[src/rtl/icf_pkg.sv]
// Shared types and constants for the inline comment filter.
// No dependencies.
`timescale 1ns / 1ps
`default_nettype none
package icf_pkg;
   localparam logic [2:0] CSR_ENCODE_MODE = 3'd0;
   localparam logic [2:0] CSR_COMMENT_SEQ = 3'd1;
   localparam logic [2:0] CSR_COMMENT_LEN = 3'd2;
   localparam logic [2:0] CSR_OPTION_FLAGS = 3'd3;
   localparam logic [2:0] CSR_INFO_STARTER = 3'd4;
   localparam logic [2:0] CSR_INFO_STARTER_LEN = 3'd5;

   localparam int OPT_REMOVE_EMPTY = 0;
   localparam int OPT_SQUEEZE = 1;
   localparam int OPT_FOLLOW_WS = 2;
   localparam int OPT_LINE_INFO = 3;

   // most result beats one input byte may cause; later ones are dropped
   localparam int RESULT_LIMIT = 33;

   localparam logic [7:0] CHAR_SPACE = 8'h20;
   localparam logic [7:0] CHAR_LF = 8'h0a;
   localparam logic [7:0] CHAR_ZERO = 8'h30;

   typedef enum logic [2:0] {
      ST_INITIAL, ST_NEWLINE, ST_COPY, ST_COMMENT, ST_PARTIAL, ST_COMMENT_WS, ST_WS
   } line_state_type;

   function automatic logic is_ws(input logic [7:0] c);
      return (c == CHAR_SPACE) || (c >= 8'd9 && c <= 8'd13);
   endfunction
endpackage
`default_nettype wire

[src/rtl/inline_comment_filter_core.sv]
// Inline comment filter top level: line state machine, replay sequencer,
// whitespace store memory. Depends on icf_pkg.
`timescale 1ns / 1ps
`default_nettype none
// Filters a byte stream one beat at a time. Decode mode removes lines that open
// with the comment sequence, replaying partial matches and held whitespace;
// encode mode prefixes every line. A plain byte is first accepted and then
// evaluated, and the input is not ready again until the byte is done. Replays
// add steps for each comment sequence, starter, space, digit or newline beat,
// for each skipped leading zero of the line number, a registered memory read
// and then the beat for each held whitespace entry, and a return to evaluation
// at the end of each comment sequence or whitespace replay. Result beats leave
// through an output register; every cycle in which that register is full and
// not taken holds the sequencer.
module inline_comment_filter_core #(
   parameter int MAX_COMMENT_LEN = 8,
   parameter int WS_DEPTH = 32,
   parameter int MAX_STARTER_LEN = 8,
   parameter int LINE_DIGITS = 10
) (
   input  wire logic        clock,
   input  wire logic        reset,
   input  wire logic        req_valid,
   output logic             req_ready,
   input  wire logic [7:0]  req_in_byte,
   output logic             rsp_valid,
   input  wire logic        rsp_ready,
   output logic [7:0]       rsp_out_byte,
   output logic             rsp_last_of_run,
   input  wire logic        csr_write,
   input  wire logic [2:0]  csr_index,
   input  wire logic [63:0] csr_data
);
   localparam int WSC_W = $clog2(WS_DEPTH + 1);
   localparam int WSA_W = (WS_DEPTH > 1) ? $clog2(WS_DEPTH) : 1;
   localparam int DIG_W = (LINE_DIGITS > 1) ? $clog2(LINE_DIGITS) : 1;
   localparam int CNT_W = 4 * LINE_DIGITS;
   // held whitespace replayed before the byte itself, within the result limit
   localparam int WS_REPLAY = (WS_DEPTH < icf_pkg::RESULT_LIMIT - 1) ? WS_DEPTH
                                                                      : icf_pkg::RESULT_LIMIT - 1;

   typedef enum logic [2:0] {
      PH_IDLE, PH_EVAL, PH_SEQ, PH_WSRD, PH_STARTER, PH_SPACE, PH_DIGITS, PH_NL
   } phase_type;

   // configuration registers
   logic        encode_ff;
   logic [63:0] seq_ff;
   logic [3:0]  seq_len_ff;
   logic [3:0]  opt_ff;
   logic [63:0] starter_ff;
   logic [3:0]  starter_len_ff;

   always_ff @(posedge clock) begin
      if (reset) begin
         encode_ff <= 1'b0;
         seq_ff <= 64'd59;
         seq_len_ff <= 4'd1;
         opt_ff <= '0;
         starter_ff <= '0;
         starter_len_ff <= '0;
      end else if (csr_write) begin
         case (csr_index)
            icf_pkg::CSR_ENCODE_MODE: encode_ff <= csr_data[0];
            icf_pkg::CSR_COMMENT_SEQ: seq_ff <= csr_data;
            icf_pkg::CSR_COMMENT_LEN: seq_len_ff <= csr_data[3:0];
            icf_pkg::CSR_OPTION_FLAGS: opt_ff <= csr_data[3:0];
            icf_pkg::CSR_INFO_STARTER: starter_ff <= csr_data;
            icf_pkg::CSR_INFO_STARTER_LEN: starter_len_ff <= csr_data[3:0];
            default: ;
         endcase
      end
   end

   // effective lengths
   logic [3:0] eff_len, st_len;
   always_comb begin
      eff_len = (seq_len_ff == 4'd0) ? 4'd1 : seq_len_ff;
      if (eff_len > 4'(MAX_COMMENT_LEN)) eff_len = 4'(MAX_COMMENT_LEN);
      st_len = (starter_len_ff > 4'(MAX_STARTER_LEN)) ? 4'(MAX_STARTER_LEN) : starter_len_ff;
   end

   // whitespace store memory
   logic [7:0]       ws_mem [WS_DEPTH];
   logic             ws_we;
   logic [WSA_W-1:0] ws_waddr, ws_raddr;
   logic [7:0]       ws_wdata, ws_rdata_ff;
   always_ff @(posedge clock) begin
      if (ws_we) ws_mem[ws_waddr] <= ws_wdata;
      ws_rdata_ff <= ws_mem[ws_raddr];
   end

   // datapath state
   icf_pkg::line_state_type state_ff, state_in;
   phase_type   ph_ff, ph_in;
   logic [3:0]  match_ff, match_in;
   logic [CNT_W-1:0] cnt_ff, cnt_in;
   logic        info_ff, info_in;
   logic        info_from_cws_ff, info_from_cws_in;
   logic [WSC_W-1:0] wsc_ff, wsc_in;
   logic [7:0]  byte_ff, byte_in;
   logic [3:0]  k_ff, k_in, kend_ff, kend_in;
   logic [WSC_W-1:0] wk_ff, wk_in;
   logic [DIG_W-1:0] d_ff, d_in;
   logic        started_ff, started_in;
   logic        rd_pend_ff, rd_pend_in;
   logic        ovalid_ff, ovalid_in, olast_ff, olast_in;
   logic [7:0]  obyte_ff, obyte_in;

   // BCD increment
   function automatic logic [CNT_W-1:0] bcd_inc(input logic [CNT_W-1:0] v);
      logic [CNT_W-1:0] r;
      logic carry;
      logic [4:0] d;
      r = '0;
      carry = 1'b1;
      for (int i = 0; i < LINE_DIGITS; i++) begin
         d = {1'b0, v[4*i +: 4]} + {4'd0, carry};
         carry = 1'b0;
         if (d >= 5'd10) begin
            d = d - 5'd10;
            carry = 1'b1;
         end
         r[4*i +: 4] = d[3:0];
      end
      return r;
   endfunction

   logic out_free;
   assign out_free = !ovalid_ff || rsp_ready;
   assign req_ready = (ph_ff == PH_IDLE);
   assign rsp_valid = ovalid_ff;
   assign rsp_out_byte = obyte_ff;
   assign rsp_last_of_run = olast_ff;

   logic [3:0] digit;
   assign digit = cnt_ff[4*d_ff +: 4];

   always_comb begin
      logic [7:0] c;
      logic       emit;
      logic [7:0] eb;
      logic       elast;
      c = byte_ff;
      state_in = state_ff; ph_in = ph_ff; match_in = match_ff; cnt_in = cnt_ff;
      info_in = info_ff; wsc_in = wsc_ff; byte_in = byte_ff; k_in = k_ff;
      kend_in = kend_ff; wk_in = wk_ff; d_in = d_ff; started_in = started_ff;
      info_from_cws_in = info_from_cws_ff;
      rd_pend_in = 1'b0; ovalid_in = ovalid_ff && !rsp_ready;
      olast_in = olast_ff; obyte_in = obyte_ff;
      ws_we = 1'b0; ws_waddr = wsc_ff[WSA_W-1:0]; ws_wdata = c;
      ws_raddr = wk_ff[WSA_W-1:0];
      emit = 1'b0; eb = c; elast = 1'b0;

      case (ph_ff)
         PH_IDLE: begin
            if (req_valid) begin
               byte_in = req_in_byte;
               ph_in = PH_EVAL;
            end
         end
         PH_EVAL: if (out_free) begin
            // one step of the line machine; replays hand off to a phase
            if (encode_ff) begin
               if (state_ff == icf_pkg::ST_INITIAL || state_ff == icf_pkg::ST_NEWLINE) begin
                  state_in = opt_ff[icf_pkg::OPT_FOLLOW_WS] ? icf_pkg::ST_WS : icf_pkg::ST_COPY;
                  k_in = '0; kend_in = eff_len; ph_in = PH_SEQ;
               end else if (state_ff == icf_pkg::ST_WS) begin
                  emit = 1'b1; eb = icf_pkg::CHAR_SPACE;
                  state_in = icf_pkg::ST_COPY;
               end else begin
                  emit = 1'b1; elast = 1'b1; ph_in = PH_IDLE;
                  state_in = (c == icf_pkg::CHAR_LF) ? icf_pkg::ST_NEWLINE : icf_pkg::ST_COPY;
               end
            end else begin
               case (state_ff)
                  icf_pkg::ST_INITIAL, icf_pkg::ST_NEWLINE: begin
                     if (c == seq_ff[7:0]) begin
                        match_in = 4'd1; state_in = icf_pkg::ST_PARTIAL;
                        ph_in = PH_IDLE;
                     end else if (info_ff) begin
                        info_in = 1'b0; state_in = icf_pkg::ST_COPY;
                        info_from_cws_in = 1'b0;
                        k_in = '0; ph_in = PH_STARTER;
                     end else if (c == icf_pkg::CHAR_LF) begin
                        cnt_in = bcd_inc(cnt_ff);
                        ph_in = PH_IDLE;
                        if (!opt_ff[icf_pkg::OPT_REMOVE_EMPTY]) begin
                           emit = 1'b1; elast = 1'b1;
                        end
                     end else if (icf_pkg::is_ws(c) && opt_ff[icf_pkg::OPT_REMOVE_EMPTY]) begin
                        state_in = icf_pkg::ST_WS;
                        ph_in = PH_IDLE;
                        if (!opt_ff[icf_pkg::OPT_SQUEEZE]) begin
                           ws_we = 1'b1; ws_waddr = '0; wsc_in = WSC_W'(1);
                        end else begin
                           wsc_in = '0;
                        end
                     end else begin
                        emit = 1'b1; elast = 1'b1; ph_in = PH_IDLE;
                        state_in = icf_pkg::ST_COPY;
                     end
                  end
                  icf_pkg::ST_PARTIAL: begin
                     if (match_ff >= eff_len) begin
                        state_in = opt_ff[icf_pkg::OPT_FOLLOW_WS] ? icf_pkg::ST_COMMENT_WS
                                                                   : icf_pkg::ST_COMMENT;
                     end else if (c == seq_ff[8*match_ff[2:0] +: 8]) begin
                        match_in = match_ff + 4'd1; ph_in = PH_IDLE;
                     end else begin
                        state_in = icf_pkg::ST_COPY;
                        k_in = '0; kend_in = match_ff; ph_in = PH_SEQ;
                     end
                  end
                  icf_pkg::ST_COMMENT_WS: begin
                     if (icf_pkg::is_ws(c)) begin
                        state_in = icf_pkg::ST_COMMENT;
                        if (c != icf_pkg::CHAR_LF) ph_in = PH_IDLE;
                     end else begin
                        state_in = icf_pkg::ST_COPY;
                        k_in = '0; kend_in = match_ff;
                        if (info_ff) begin
                           info_in = 1'b0; info_from_cws_in = 1'b1; ph_in = PH_STARTER;
                        end else begin
                           ph_in = PH_SEQ;
                        end
                     end
                  end
                  icf_pkg::ST_WS: begin
                     if (c == icf_pkg::CHAR_LF) begin
                        cnt_in = bcd_inc(cnt_ff);
                        state_in = icf_pkg::ST_NEWLINE; ph_in = PH_IDLE;
                     end else if (icf_pkg::is_ws(c)) begin
                        ph_in = PH_IDLE;
                        if (!opt_ff[icf_pkg::OPT_SQUEEZE] && wsc_ff < WSC_W'(WS_DEPTH)) begin
                           ws_we = 1'b1; wsc_in = wsc_ff + 1'b1;
                        end
                     end else begin
                        state_in = icf_pkg::ST_COPY;
                        if (opt_ff[icf_pkg::OPT_SQUEEZE]) begin
                           emit = 1'b1; eb = icf_pkg::CHAR_SPACE;
                        end else begin
                           wk_in = '0; ph_in = PH_WSRD;
                        end
                     end
                  end
                  icf_pkg::ST_COMMENT: begin
                     ph_in = PH_IDLE;
                     if (c == icf_pkg::CHAR_LF) begin
                        cnt_in = bcd_inc(cnt_ff);
                        if (opt_ff[icf_pkg::OPT_LINE_INFO]) info_in = 1'b1;
                        state_in = icf_pkg::ST_NEWLINE;
                     end
                  end
                  default: begin
                     emit = 1'b1; elast = 1'b1; ph_in = PH_IDLE;
                     if (c == icf_pkg::CHAR_LF) begin
                        cnt_in = bcd_inc(cnt_ff);
                        state_in = icf_pkg::ST_NEWLINE;
                     end
                  end
               endcase
            end
         end
         PH_SEQ: if (out_free) begin
            // replay comment sequence bytes
            if (k_ff >= kend_ff || k_ff >= 4'(MAX_COMMENT_LEN)) begin
               ph_in = PH_EVAL;
            end else begin
               emit = 1'b1; eb = seq_ff[8*k_ff[2:0] +: 8]; k_in = k_ff + 4'd1;
            end
         end
         PH_WSRD: begin
            // read held whitespace, one entry per beat
            if (rd_pend_ff) begin
               if (out_free) begin
                  emit = 1'b1; eb = ws_rdata_ff; wk_in = wk_ff + 1'b1;
               end else begin
                  rd_pend_in = 1'b1;
               end
            end else if (wk_ff >= wsc_ff || wk_ff >= WSC_W'(WS_REPLAY)) begin
               ph_in = PH_EVAL;
            end else begin
               rd_pend_in = 1'b1;
            end
         end
         PH_STARTER: if (out_free) begin
            if (k_ff >= st_len) begin
               emit = 1'b1; eb = icf_pkg::CHAR_SPACE;
               d_in = DIG_W'(LINE_DIGITS - 1); started_in = 1'b0; ph_in = PH_DIGITS;
            end else begin
               emit = 1'b1; eb = starter_ff[8*k_ff[2:0] +: 8]; k_in = k_ff + 4'd1;
            end
         end
         PH_DIGITS: if (out_free) begin
            // print line number, skipping leading zeros
            if (digit != 4'd0 || started_ff || d_ff == '0) begin
               emit = 1'b1; eb = icf_pkg::CHAR_ZERO + {4'd0, digit};
               started_in = 1'b1;
            end
            if (d_ff == '0) ph_in = PH_NL;
            else d_in = d_ff - 1'b1;
         end
         PH_NL: if (out_free) begin
            emit = 1'b1; eb = icf_pkg::CHAR_LF;
            // after starter from a failed whitespace check, still replay sequence
            ph_in = (kend_ff != 4'd0 && info_from_cws_ff) ? PH_SEQ : PH_EVAL;
            k_in = '0;
         end
         default: ph_in = PH_IDLE;
      endcase

      if (emit) begin
         ovalid_in = 1'b1; obyte_in = eb; olast_in = elast;
      end
   end

   // hold state and registered outputs
   always_ff @(posedge clock) begin
      if (reset) begin
         state_ff <= icf_pkg::ST_INITIAL;
         ph_ff <= PH_IDLE;
         match_ff <= '0;
         cnt_ff <= CNT_W'(1);
         info_ff <= 1'b0;
         info_from_cws_ff <= 1'b0;
         wsc_ff <= '0;
         ovalid_ff <= 1'b0;
         rd_pend_ff <= 1'b0;
      end else begin
         state_ff <= state_in;
         ph_ff <= ph_in;
         match_ff <= match_in;
         cnt_ff <= cnt_in;
         info_ff <= info_in;
         info_from_cws_ff <= info_from_cws_in;
         wsc_ff <= wsc_in;
         ovalid_ff <= ovalid_in;
         rd_pend_ff <= rd_pend_in;
      end
   end

   always_ff @(posedge clock) begin
      byte_ff <= byte_in;
      k_ff <= k_in;
      kend_ff <= kend_in;
      wk_ff <= wk_in;
      d_ff <= d_in;
      started_ff <= started_in;
      obyte_ff <= obyte_in;
      olast_ff <= olast_in;
   end
endmodule
`default_nettype wire

[config.mk]
export PLATFORM = sky130hd
export DESIGN_NAME = inline_comment_filter_core
export DESIGN_NICKNAME = d
export VERILOG_FILES = /design/src/rtl/icf_pkg.sv /design/src/rtl/inline_comment_filter_core.sv
export SDC_FILE = /design/constraint.sdc
export NUM_CORES = 1
export LEC_CHECK = 0
export BUFFER_PORTS_ARGS = -buffer_cell sky130_fd_sc_hd__buf_2
export CELL_PAD_IN_SITES_DETAIL_PLACEMENT = 1
export CELL_PAD_IN_SITES_GLOBAL_PLACEMENT = 1
export CORE_ASPECT_RATIO = 0.75
export CORE_MARGIN = 1.5
export CORE_UTILIZATION = 50
export CTS_CLUSTER_SIZE = 10
export DETAILED_ROUTE_END_ITERATION = 6
export PLACE_DENSITY_LB_ADDON = 0.25
export SKIP_LAST_GASP = 1
export SLEW_MARGIN = 20
export SYNTH_ARGS = -nofsm -noshare
export SYNTH_HDL_FRONTEND = slang
export SYNTH_SLANG_ARGS = --single-unit
[constraint.sdc]
create_clock -name clock -period 13.4 [get_ports clock]
set_clock_uncertainty 0.2 [all_clocks]
set_input_delay 0 -clock clock [delete_from_list [all_inputs] [get_ports clock]]
set_output_delay 0 -clock clock [all_outputs]
set_load 0.02 [all_outputs]
Word-level counts from Yosys, hierarchy flattened:

Memories as Yosys holds them, arrays and structs flattened. A register that Yosys moved wholly into a read port is not among the register bits.
Index checks and enable logic that the tools add are counted.
W data, S select, Z words.

* bits in registers: 237
* latch bits: 0
* memory bits (writable): 256
* memory bits (read-only): 0
* input port bits: 80
* output and inout bits: 11
* word-level logic and storage cells: 742
* memories: 1

Memories
* ws_mem: depth 32, bits a word 8, read ports 1, clocked after memory_dff 1, wr ports 1, RTL line inline_comment_filter_core.sv:84 `logic [7:0] ws_mem [WS_DEPTH];`

* add/subtract/negate cells: 80
* $mul: 0
* div/mod/pow operators: 0
* $lt $le $gt $ge: 48
* eq/ne operators: 75
* shift-type cells: 4
* mux-type cells: 450
* bitwise operators: 3
* reduce and logical (&&, ||, !) cells: 58

Operators by type and width (number)
* $mux W1: 279
* $mux W4: 65
* $mux W40: 6
* $shiftx A64 B7 Y8: 3
* $ge A5 B4 Y1 const B: 37
* $add A4 B1 Y5: 36
* $pmux W40 S4: 1
* $sub A4 B4 Y4 const B: 37
* $mux W8: 17
* $mux W3: 36
* $mux W6: 15
* $ne A2 B2 Y1 const B: 35
* $pmux W8 S6: 1
* $mux W5: 9
* $shiftx A40 B7 Y4: 1
* $ne A4 B4 Y1 const B: 7
* $eq A3 B3 Y1 const B: 8
* $pmux W3 S4: 2
* $pmux W4 S2: 3
* $pmux W6 S2: 2
* $pmux W3 S7: 1
* $reduce_and A7 Y1: 3
* $eq A8 B8 Y1: 2
* $pmux W4 S4: 1
* 51 further kinds: 111

Depth between registers and ports, before layout:

Gate-level depths: netlist of run 1.

* depth after elaboration: 97
* depth in mapped cells: 65
* gate-level depth less buffers: 65

Worst setup path before layout of run 1:

OpenSTA, ideal clock, no wires.

* kind: flip-flop to flip-flop
* start point: reg cnt_ff[0]
* end point: reg cnt_ff[37]
* data arrival time: 11692 ps
* path slack: 1443 ps
* stages on the path, launching flop included: 66
* period minus slack after synthesis: 11957 ps
* cells stage by stage: dfxtp_1 ha_1 xnor2_1 ha_1 a21oi_1 a31oi_1 inv_1 ha_1 ha_1 xnor2_1 ha_1 o31a_1 o21ai_0 ha_1 ha_1 xnor2_1 ha_1 o31a_1 [30 not listed] o21ai_0 ha_1 ha_1 xnor2_1 ha_1 o31a_1 o21ai_0 ha_1 ha_1 xor2_1 inv_1 ha_1 o21a_1 nor2_1 or3_1 a21oi_1 a21oi_1 nor2_1

* word-level cells in the longest chain between the ends: 97
* elaborated cells on any way between the ends: 317

RTL lines
* start: declaration: RTL line inline_comment_filter_core.sv:97 `logic [CNT_W-1:0] cnt_ff, cnt_in;`
* start signal: assignment: RTL line inline_comment_filter_core.sv:334 `cnt_ff <= cnt_in;`
* $add A4 B1 Y5 (*): RTL line inline_comment_filter_core.sv:118 `d = {1'b0, v[4*i +: 4]} + {4'd0, carry};`
* $ge A5 B4 Y1 (*): RTL line inline_comment_filter_core.sv:120 `if (d >= 5'd10) begin`
* $mux W1 (*): RTL line inline_comment_filter_core.sv:120
* $mux W1 (*)
* $mux W1: RTL line inline_comment_filter_core.sv:181 `end else if (info_ff) begin`
* $mux W1: RTL line inline_comment_filter_core.sv:178 `if (c == seq_ff[7:0]) begin`
* $mux W1: RTL line inline_comment_filter_core.sv:176 `case (state_ff)`
* $mux W1: RTL line inline_comment_filter_core.sv:164 `if (encode_ff) begin`
* [81 not listed]
* $mux W1: RTL line inline_comment_filter_core.sv:155 `case (ph_ff)`
* $add A4 B1 Y5: RTL line inline_comment_filter_core.sv:118
* $sub A4 B4 Y4 or $ge A5 B4 Y1 (tied branches): RTL line inline_comment_filter_core.sv:121, inline_comment_filter_core.sv:120
* $mux W4: RTL line inline_comment_filter_core.sv:120
* $mux W40: RTL line inline_comment_filter_core.sv:185 `end else if (c == icf_pkg::CHAR_LF) begin`
* $mux W40: RTL line inline_comment_filter_core.sv:181
* $mux W40: RTL line inline_comment_filter_core.sv:178
* $pmux W40 S4 (*): RTL line inline_comment_filter_core.sv:176

Mark *: on every way between the ends. The rest lies on a longest branch, timed or not. The select of a mux whose other input is x is not followed.
A chain may end at the register's enable or synchronous reset.

Final worst setup path of run 1:

* start point: reg cnt_ff[1]
* end point: reg cnt_ff[37]

Same word-level chain as after synthesis.

==> reports/results.ini, run 1 <==
[status]
status = finished clean

[logic_synthesis]
synthArstFlopShare = 0
postSynthAreaPerCell_um2 = 11.45
netlist_area_um2 = 23960
synth_enable_flop_cells = 292
synth_cells = 2093
synth_fp_nets = 2228
seq_area_frac_synth = 0.5407
synth.distinct_cells = 79
yosysWarningCount = 0
ys_seq_elements = 501
synth_top_area_cell = edfxtp_1
synth_ff_type = edfxtp_1
synthTopCellsByArea = edfxtp_1 (37%), dfxtp_1 (17%), mux4_2 (12%)
yosys.area.top_type_share = 0.3660

[floorplan]
coreArea_um2 = 47310
die_area_um2 = 49250
boundaryPins = 91
start_util = 0.5063
die_w_um = 255.7
die_h_um = 192.6
rows = 69

[route]
routed_wl_um = 84080
drtIter0Drc = 2266
dr_total_vias = 19570
drc = 0
viasPerCell = 6.564
antenna_left = 0
wl_per_cell_um = 28.21
firstDrtPassIters = 5

[sta]
worst_pin_slew_ns = 1.111
max_freq_mhz = 79.26
hold_slack_ns = 0.04390
period_minus_slack_ns = 12.62
setup_viol = 0
setup_slack_ns = 0.7832
max_slew_margin = 0.2569
post-route-period-util = 0.9416
hold_violations = 0
finalMaxSlewViolations = 0

[clocking]
cts_tree = yes
path_clk_slew_ns = 0.06
root_buffer = clkbuf_16
cts_num_sinks = 501
clk_latency_ns = 0.67
tritoncts.num_buffers = 56
clockBufferDepth = 3
htreeDepth = 2

[power_and_ir_drop]
finalPower_mw = 3.975
swShare = 0.3066
p_int_mw = 2.756
p_clk_frac = 0.368
netSwitchingPower_mw = 1.219
comb_power_share = 0.187
power.leakage_nw = 9.558
power_frac_seq = 0.444
power.density_nw_per_um2 = 140.6
peakVddDrop_mv = 0.1305

[grt]
grt_pass1_wl_um = 125500
antenna_found_initial = 6
grt_use_total = 0.3387
grt-ovfl-total = 0
grt_pass1_vias = 20030
grt_max_degree = 105

[finish]
final_util = 0.5978
fin_nets = 2434
n_fill_cell = 4905
area_delta_synth_final_pct = 18.06
drive_above_1_share = 0.1608

[setup_path]
critPathMostFrequentCell = ha_1
cp.required_ns = 13.74
cpPeakStageDelay_ns = 0.45
arrival_ns = 12.96
startpoint_type = register
slowest_stage = dfxtp_1
end_kind = register
path_class = register to register
crit_fanout = 5

[hold_path]
min_path_type = input pin to register

[placement]
port_buffers = 90
place.gp.congestion = 0.9126
dp_worst_setup_slack_ns = -0.7515
hpwl_um = 48590

[flow_run]
max_cap_viol_count = 0

metrics by stage:
stage	setup TNS [ns]	std cells	cell area (um2)
2_1_floorplan	0	2093	23960
3_3_place_gp	0	2725	24940
3_5_place_dp	-2.049	2725	24940
4_1_cts	0	2976	28150
5_1_grt	-0.1000	2978	28270
6_report	0	2981	28280
per-layer routing:
| metal | wire length (um) | global-route usage | part of all wire | vias up |
|---|---|---|---|---|
| met2 | 39120 | 0.5460 | 0.47 | 1244 |
| met5 | 120 | 0 | 0.0014 | - |
| met4 | 3821 | 0.1516 | 0.045 | 4 |
| li1 | - | - | - | 8157 |
| met1 | 32290 | 0.4370 | 0.38 | 9850 |
| met3 | 8731 | 0.08392 | 0.10 | 311 |
cells by family after synthesis:
family,share of synthesized area
XOR/XNOR,0.01682
AO/OA/AOI/OAI,0.1032
flip-flops,0.5407
buffers and inverters,0.02794
adder cells (fa/ha/maj),0.02873
AND/OR/NAND/NOR,0.1330
multiplexers,0.1496
placed cells by master (no fill, tap or decap), types with 39 or more instances in the layout:
master / instances
mux2i_1: 45
o21ai_0: 70
nand3_1: 41
a21oi_1: 207
inv_1: 39
clkbuf_16: 56
edfxtp_1: 292
nor2_1: 157
buf_2: 89
dfxtp_1: 208
dlygate4sd3_1: 154
nand2_1: 359
ha_1: 44
mux4_2: 126
power by group through the flow:
| stage | Combinational [mW] | Clock [mW] | Sequential [mW] |
|---|---|---|---|
| final | 0.745 | 1.46 | 1.77 |
| after global routing | 0.780 | 1.52 | 1.77 |
| after CTS | 0.709 | 1.44 | 1.76 |
| after detailed placement | 0.669 | 0 | 1.79 |
| after global placement | 0.645 | 0 | 1.79 |
| after floorplan | 0.421 | 0 | 1.79 |
state kept, by name, summed over array words and instances, names as in the netlist, 3 cells and up:
signal,flops
ws_mem,256
seq_ff,64
starter_ff,64
cnt_ff,40
byte_ff,8
rsp_out_byte,8
ws_rdata_ff,8
wk_ff,6
wsc_ff,6
d_ff,4
k_ff,4
kend_ff,4
match_ff,4
opt_ff,4
seq_len_ff,4
starter_len_ff,4
ph_ff,3
state_ff,3
worst paths after layout:
check | start | end | slack, ns | cells past startpoint
max | cnt_ff[1] | cnt_ff[37] | 0.78 | 65
min reg2reg | starter_ff[53] | starter_ff[53] | 0.27 | 2
min | csr_data[4] | seq_ff[4] | 0.04 | 4
max reg2reg | cnt_ff[1] | cnt_ff[37] | 0.78 | 65
area by class of cell:
class	instances	area [um2]	share of cell area
Inverter	42	157.7	0.005574
Clock inverter	3	90.09	0.003185
Antenna cell	4	10.01	0.0003539
Sequential cell	501	12950	0.4580
Clock buffer	94	1564	0.05530
Multi-Input combinational cell	1423	10480	0.3704
Tap cell	639	799.5	0.02827
Timing Repair Buffer	275	2231	0.07888
cell usage after synthesis, types with 4 or more instances:
| cell type | count |
|---|---|
| a211oi_1 | 12 |
| a21oi_1 | 207 |
| a22oi_1 | 10 |
| a31o_2 | 4 |
| a31oi_1 | 10 |
| a32o_1 | 4 |
| and2_1 | 16 |
| and3_1 | 10 |
| and4_1 | 4 |
| buf_1 | 9 |
| buf_2 | 16 |
| clkbuf_1 | 100 |
| dfxtp_1 | 209 |
| edfxtp_1 | 292 |
| ha_1 | 55 |
| inv_1 | 39 |
| mux2_2 | 17 |
| mux2i_1 | 45 |
| mux4_1 | 4 |
| mux4_2 | 126 |
| nand2_1 | 360 |
| nand2b_1 | 22 |
| nand3_1 | 41 |
| nand3b_1 | 4 |
| nand4_1 | 9 |
| nor2_1 | 158 |
| nor2b_1 | 22 |
| nor3_1 | 25 |
| nor3b_1 | 12 |
| nor4_1 | 7 |
| o211ai_1 | 18 |
| o21a_1 | 4 |
| o21ai_0 | 78 |
| o221ai_1 | 4 |
| o22ai_1 | 8 |
| o31a_1 | 10 |
| o31ai_1 | 5 |
| or3_1 | 7 |
| xnor2_1 | 29 |
| xor2_1 | 17 |
critical path, delay by kind of cell (launching register included):
kind / cells / cell delay [ns]
adder cells (fa/ha/maj): 29 / 6.88
AO/OA/AOI/OAI: 21 / 2.65
XOR/XNOR: 8 / 1.49
flip-flops: 1 / 0.45
AND/OR/NAND/NOR: 3 / 0.45
buffers and inverters: 4 / 0.40
repair_timing:
action / CTS / global route
hold buffers: 154 / 0
buffers inserted: 0 / 1
resized for setup: 12 / 24
pin swaps: 0 / 0
hold endpoints to repair: 215 / 0
setup endpoints to repair: 3 / 3
Note: power is estimated with default switching activity, not from simulation.
==> run 2, diff against run 1 <==
==> constraint.sdc (replaced) <==
create_clock -name clock -period 13.4 [get_ports clock]
set_clock_uncertainty 0.2 [all_clocks]
set_input_delay 0.67 -clock clock [delete_from_list [all_inputs] [get_ports clock]]
set_output_delay 0.67 -clock clock [all_outputs]
set_load 0.02 [all_outputs]
==> reports/results.ini, run 2 (same netlist as run 1, synthesis figures left out) <==
[finish]
drive_above_1_share = 0.1727  ; was 0.1608
fin_nets = 2286  ; was 2,434
final_common_cell = nand2_1  ; unchanged
largest-register = ws_mem  ; unchanged
final_util = 0.5659  ; was 0.5978
area_delta_synth_final_pct = 11.75  ; was 18.06%
largest_reg_flops = 256  ; unchanged
top_regs = ws_mem: 256 flops, seq_ff: 64 flops, starter_ff: 64 flops  ; unchanged
layout_common_cells = nand2_1 (359), edfxtp_1 (292), a21oi_1 (207), dfxtp_1 (207), nor2_1 (157)  ; was nand2_1 (359), edfxtp_1 (292), dfxtp_1 (208)
antennaDiodeCount = 0  ; was 4

[clocking]
path_clk_slew_ns = 0.06  ; about the same
tritoncts.num_buffers = 56  ; unchanged
root_buffer = clkbuf_16  ; unchanged
cts_num_sinks = 501  ; unchanged
cts_tree = yes  ; unchanged
clk_latency_ns = 0.65  ; was 0.67 ns
htreeDepth = 2  ; unchanged
clockBufferDepth = 3  ; unchanged

[power_and_ir_drop]
comb_power_share = 0.179  ; was 0.187
netSwitchingPower_mw = 1.154  ; was 1.219 mW
power.leakage_nw = 8.933  ; was 9.558 nW
power.density_nw_per_um2 = 144.9  ; was 140.6 nW/um2
p_int_mw = 2.724  ; was 2.756 mW
power_frac_seq = 0.454  ; was 0.444
swShare = 0.2975  ; was 0.3066
p_clk_frac = 0.367  ; was 0.368
peakVddDrop_mv = 0.1624  ; was 0.1305 mV

[sta]
hold_slack_ns = 0.01252  ; was 0.04390 ns
max_freq_mhz = 79.36  ; was 79.26 MHz
worst_pin_slew_ns = 1.181  ; was 1.111 ns
post-route-period-util = 0.9404  ; was 0.9416
max_slew_margin = 0.2096  ; was 0.2569
setup_viol = 0  ; unchanged
setup_slack_ns = 0.7986  ; was 0.7832 ns
period_minus_slack_ns = 12.60  ; was 12.62 ns
tns_ns = 0  ; unchanged
finalMaxSlewViolations = 0  ; unchanged
hold_violations = 0  ; unchanged

[route]
drc = 0  ; unchanged
viasPerCell = 6.380  ; was 6.564
drtIter0Drc = 1936  ; was 2,266
routed_wl_um = 74460  ; was 84,080 um
antenna_left = 0  ; unchanged
firstDrtPassIters = 6  ; was 5
wl_per_cell_um = 26.33  ; was 28.21 um
dr_total_vias = 18040  ; was 19.57k

[setup_path]
cpPeakStageDelay_ns = 0.40  ; was 0.45 ns
startpoint_type = register  ; unchanged
r2r_cells = 65  ; unchanged
cp.required_ns = 13.75  ; was 13.74 ns
path_class = register to register  ; unchanged
arrival_ns = 12.95  ; was 12.96 ns
critPathMostFrequentCell = ha_1  ; unchanged
rrSetupSlack_ns = 0.80  ; was 0.78 ns
crit_fanout = 6  ; was 5
end_kind = register  ; unchanged
timing.rr.start = cnt_ff[0]  ; was cnt_ff[1]
endpoint = cnt_ff[37]  ; unchanged
slowest_stage = dfxtp_2  ; was dfxtp_1
critPathLaunch = cnt_ff[0]  ; was cnt_ff[1]
reg2reg_to = cnt_ff[37]  ; unchanged

[floorplan]
start_util = 0.5063  ; unchanged
rows = 69  ; unchanged
die_w_um = 255.7  ; unchanged
boundaryPins = 91  ; unchanged
die_area_um2 = 49250  ; unchanged
coreArea_um2 = 47310  ; unchanged
die_h_um = 192.6  ; unchanged

[status]
status = finished clean  ; unchanged

[placement]
port_buffers = 90  ; unchanged
hpwl_um = 49180  ; was 48,590 um
place.gp.congestion = 0.9126  ; unchanged
dp_worst_setup_slack_ns = -0.7256  ; was -0.7515 ns

[grt]
grt-ovfl-total = 0  ; unchanged
use_met3 = 0.06830  ; was 0.08392
antenna_found_initial = 4  ; was 6
grt_use_total = 0.3027  ; was 0.3387
grt_max_degree = 105  ; unchanged
use_met2 = 0.4810  ; was 0.5460
met1_usage = 0.4230  ; was 0.4370
grt_pass1_wl_um = 112500  ; was 125,500 um
grt_pass1_vias = 18320  ; was 20.03k
busiest_layer = met2  ; unchanged

[flow_run]
max_cap_viol_count = 0  ; unchanged

[hold_path]
min_path_type = input pin to register  ; unchanged

==> run 2: per-layer routing <==
| metal | part of all wire | routed length (um) |
|---|---|---|
| met3 | 0.091 | 6754 |
| met4 | 0.022 | 1610 |
| met2 | 0.47 | 34770 |
| met1 | 0.42 | 31330 |
| met5 | 0 | 0 |
==> run 2: worst max-delay path, delay by kind of cell (launching register included) <==
family / cells / cell delay (ns)
buffers and inverters: 3 / 0.25
adders and majority gates: 29 / 6.93
xor gates and xnor gates: 9 / 1.68
and+or+nand+nor: 3 / 0.45
AOI/OAI and AO/OA: 21 / 2.65
DFF: 1 / 0.40
==> run 2: what timing repair did <==
action                     4_1_cts  5_1_grt
gates resized for setup         12       25
setup endpoints to repair        3        3
hold buffers                     5        1
hold endpoints to repair         5        1
setup buffers                    0        1
==> run 2: through the flow <==
step                cells  power (mW)  instance area (um2)
finish               2828       3.878                26770
floorplan            2093       2.214                23960
detailed placement   2725       2.463                24940
global route         2828       3.991                26770
global placement     2725       2.434                24940
CTS                  2826       3.870                26640
==> run 2: area by class of cell <==
type                       instances  area [um2]
clock buffer                      93        1560
clock inverter                     3       76.32
fill                            4936       20540
inverter                          42       157.7
multi-input combinational       1423       10470
sequential                       501       12950
tap                              639       799.5
timing repair buffer             127       749.5
==> run 2: worst min path at each step <==
stage / startpoint / endpoint / cells past startpoint
floorplan: starter_ff[16] / starter_ff[16] / 2
global route: req_in_byte[0] / byte_ff[0] / 1
CTS: req_in_byte[7] / byte_ff[7] / 1
detailed placement: starter_ff[61] / starter_ff[61] / 2
global placement: starter_ff[33] / starter_ff[33] / 2
finish: req_in_byte[0] / byte_ff[0] / 1
==> run 2: power groups by stage <==
stage	registers [mW]	clock network [mW]	logic [mW]
floorplan	1.79	0	0.421
global placement	1.79	0	0.645
detailed placement	1.79	0	0.671
CTS	1.76	1.43	0.678
global route	1.77	1.49	0.733
finish	1.76	1.42	0.693
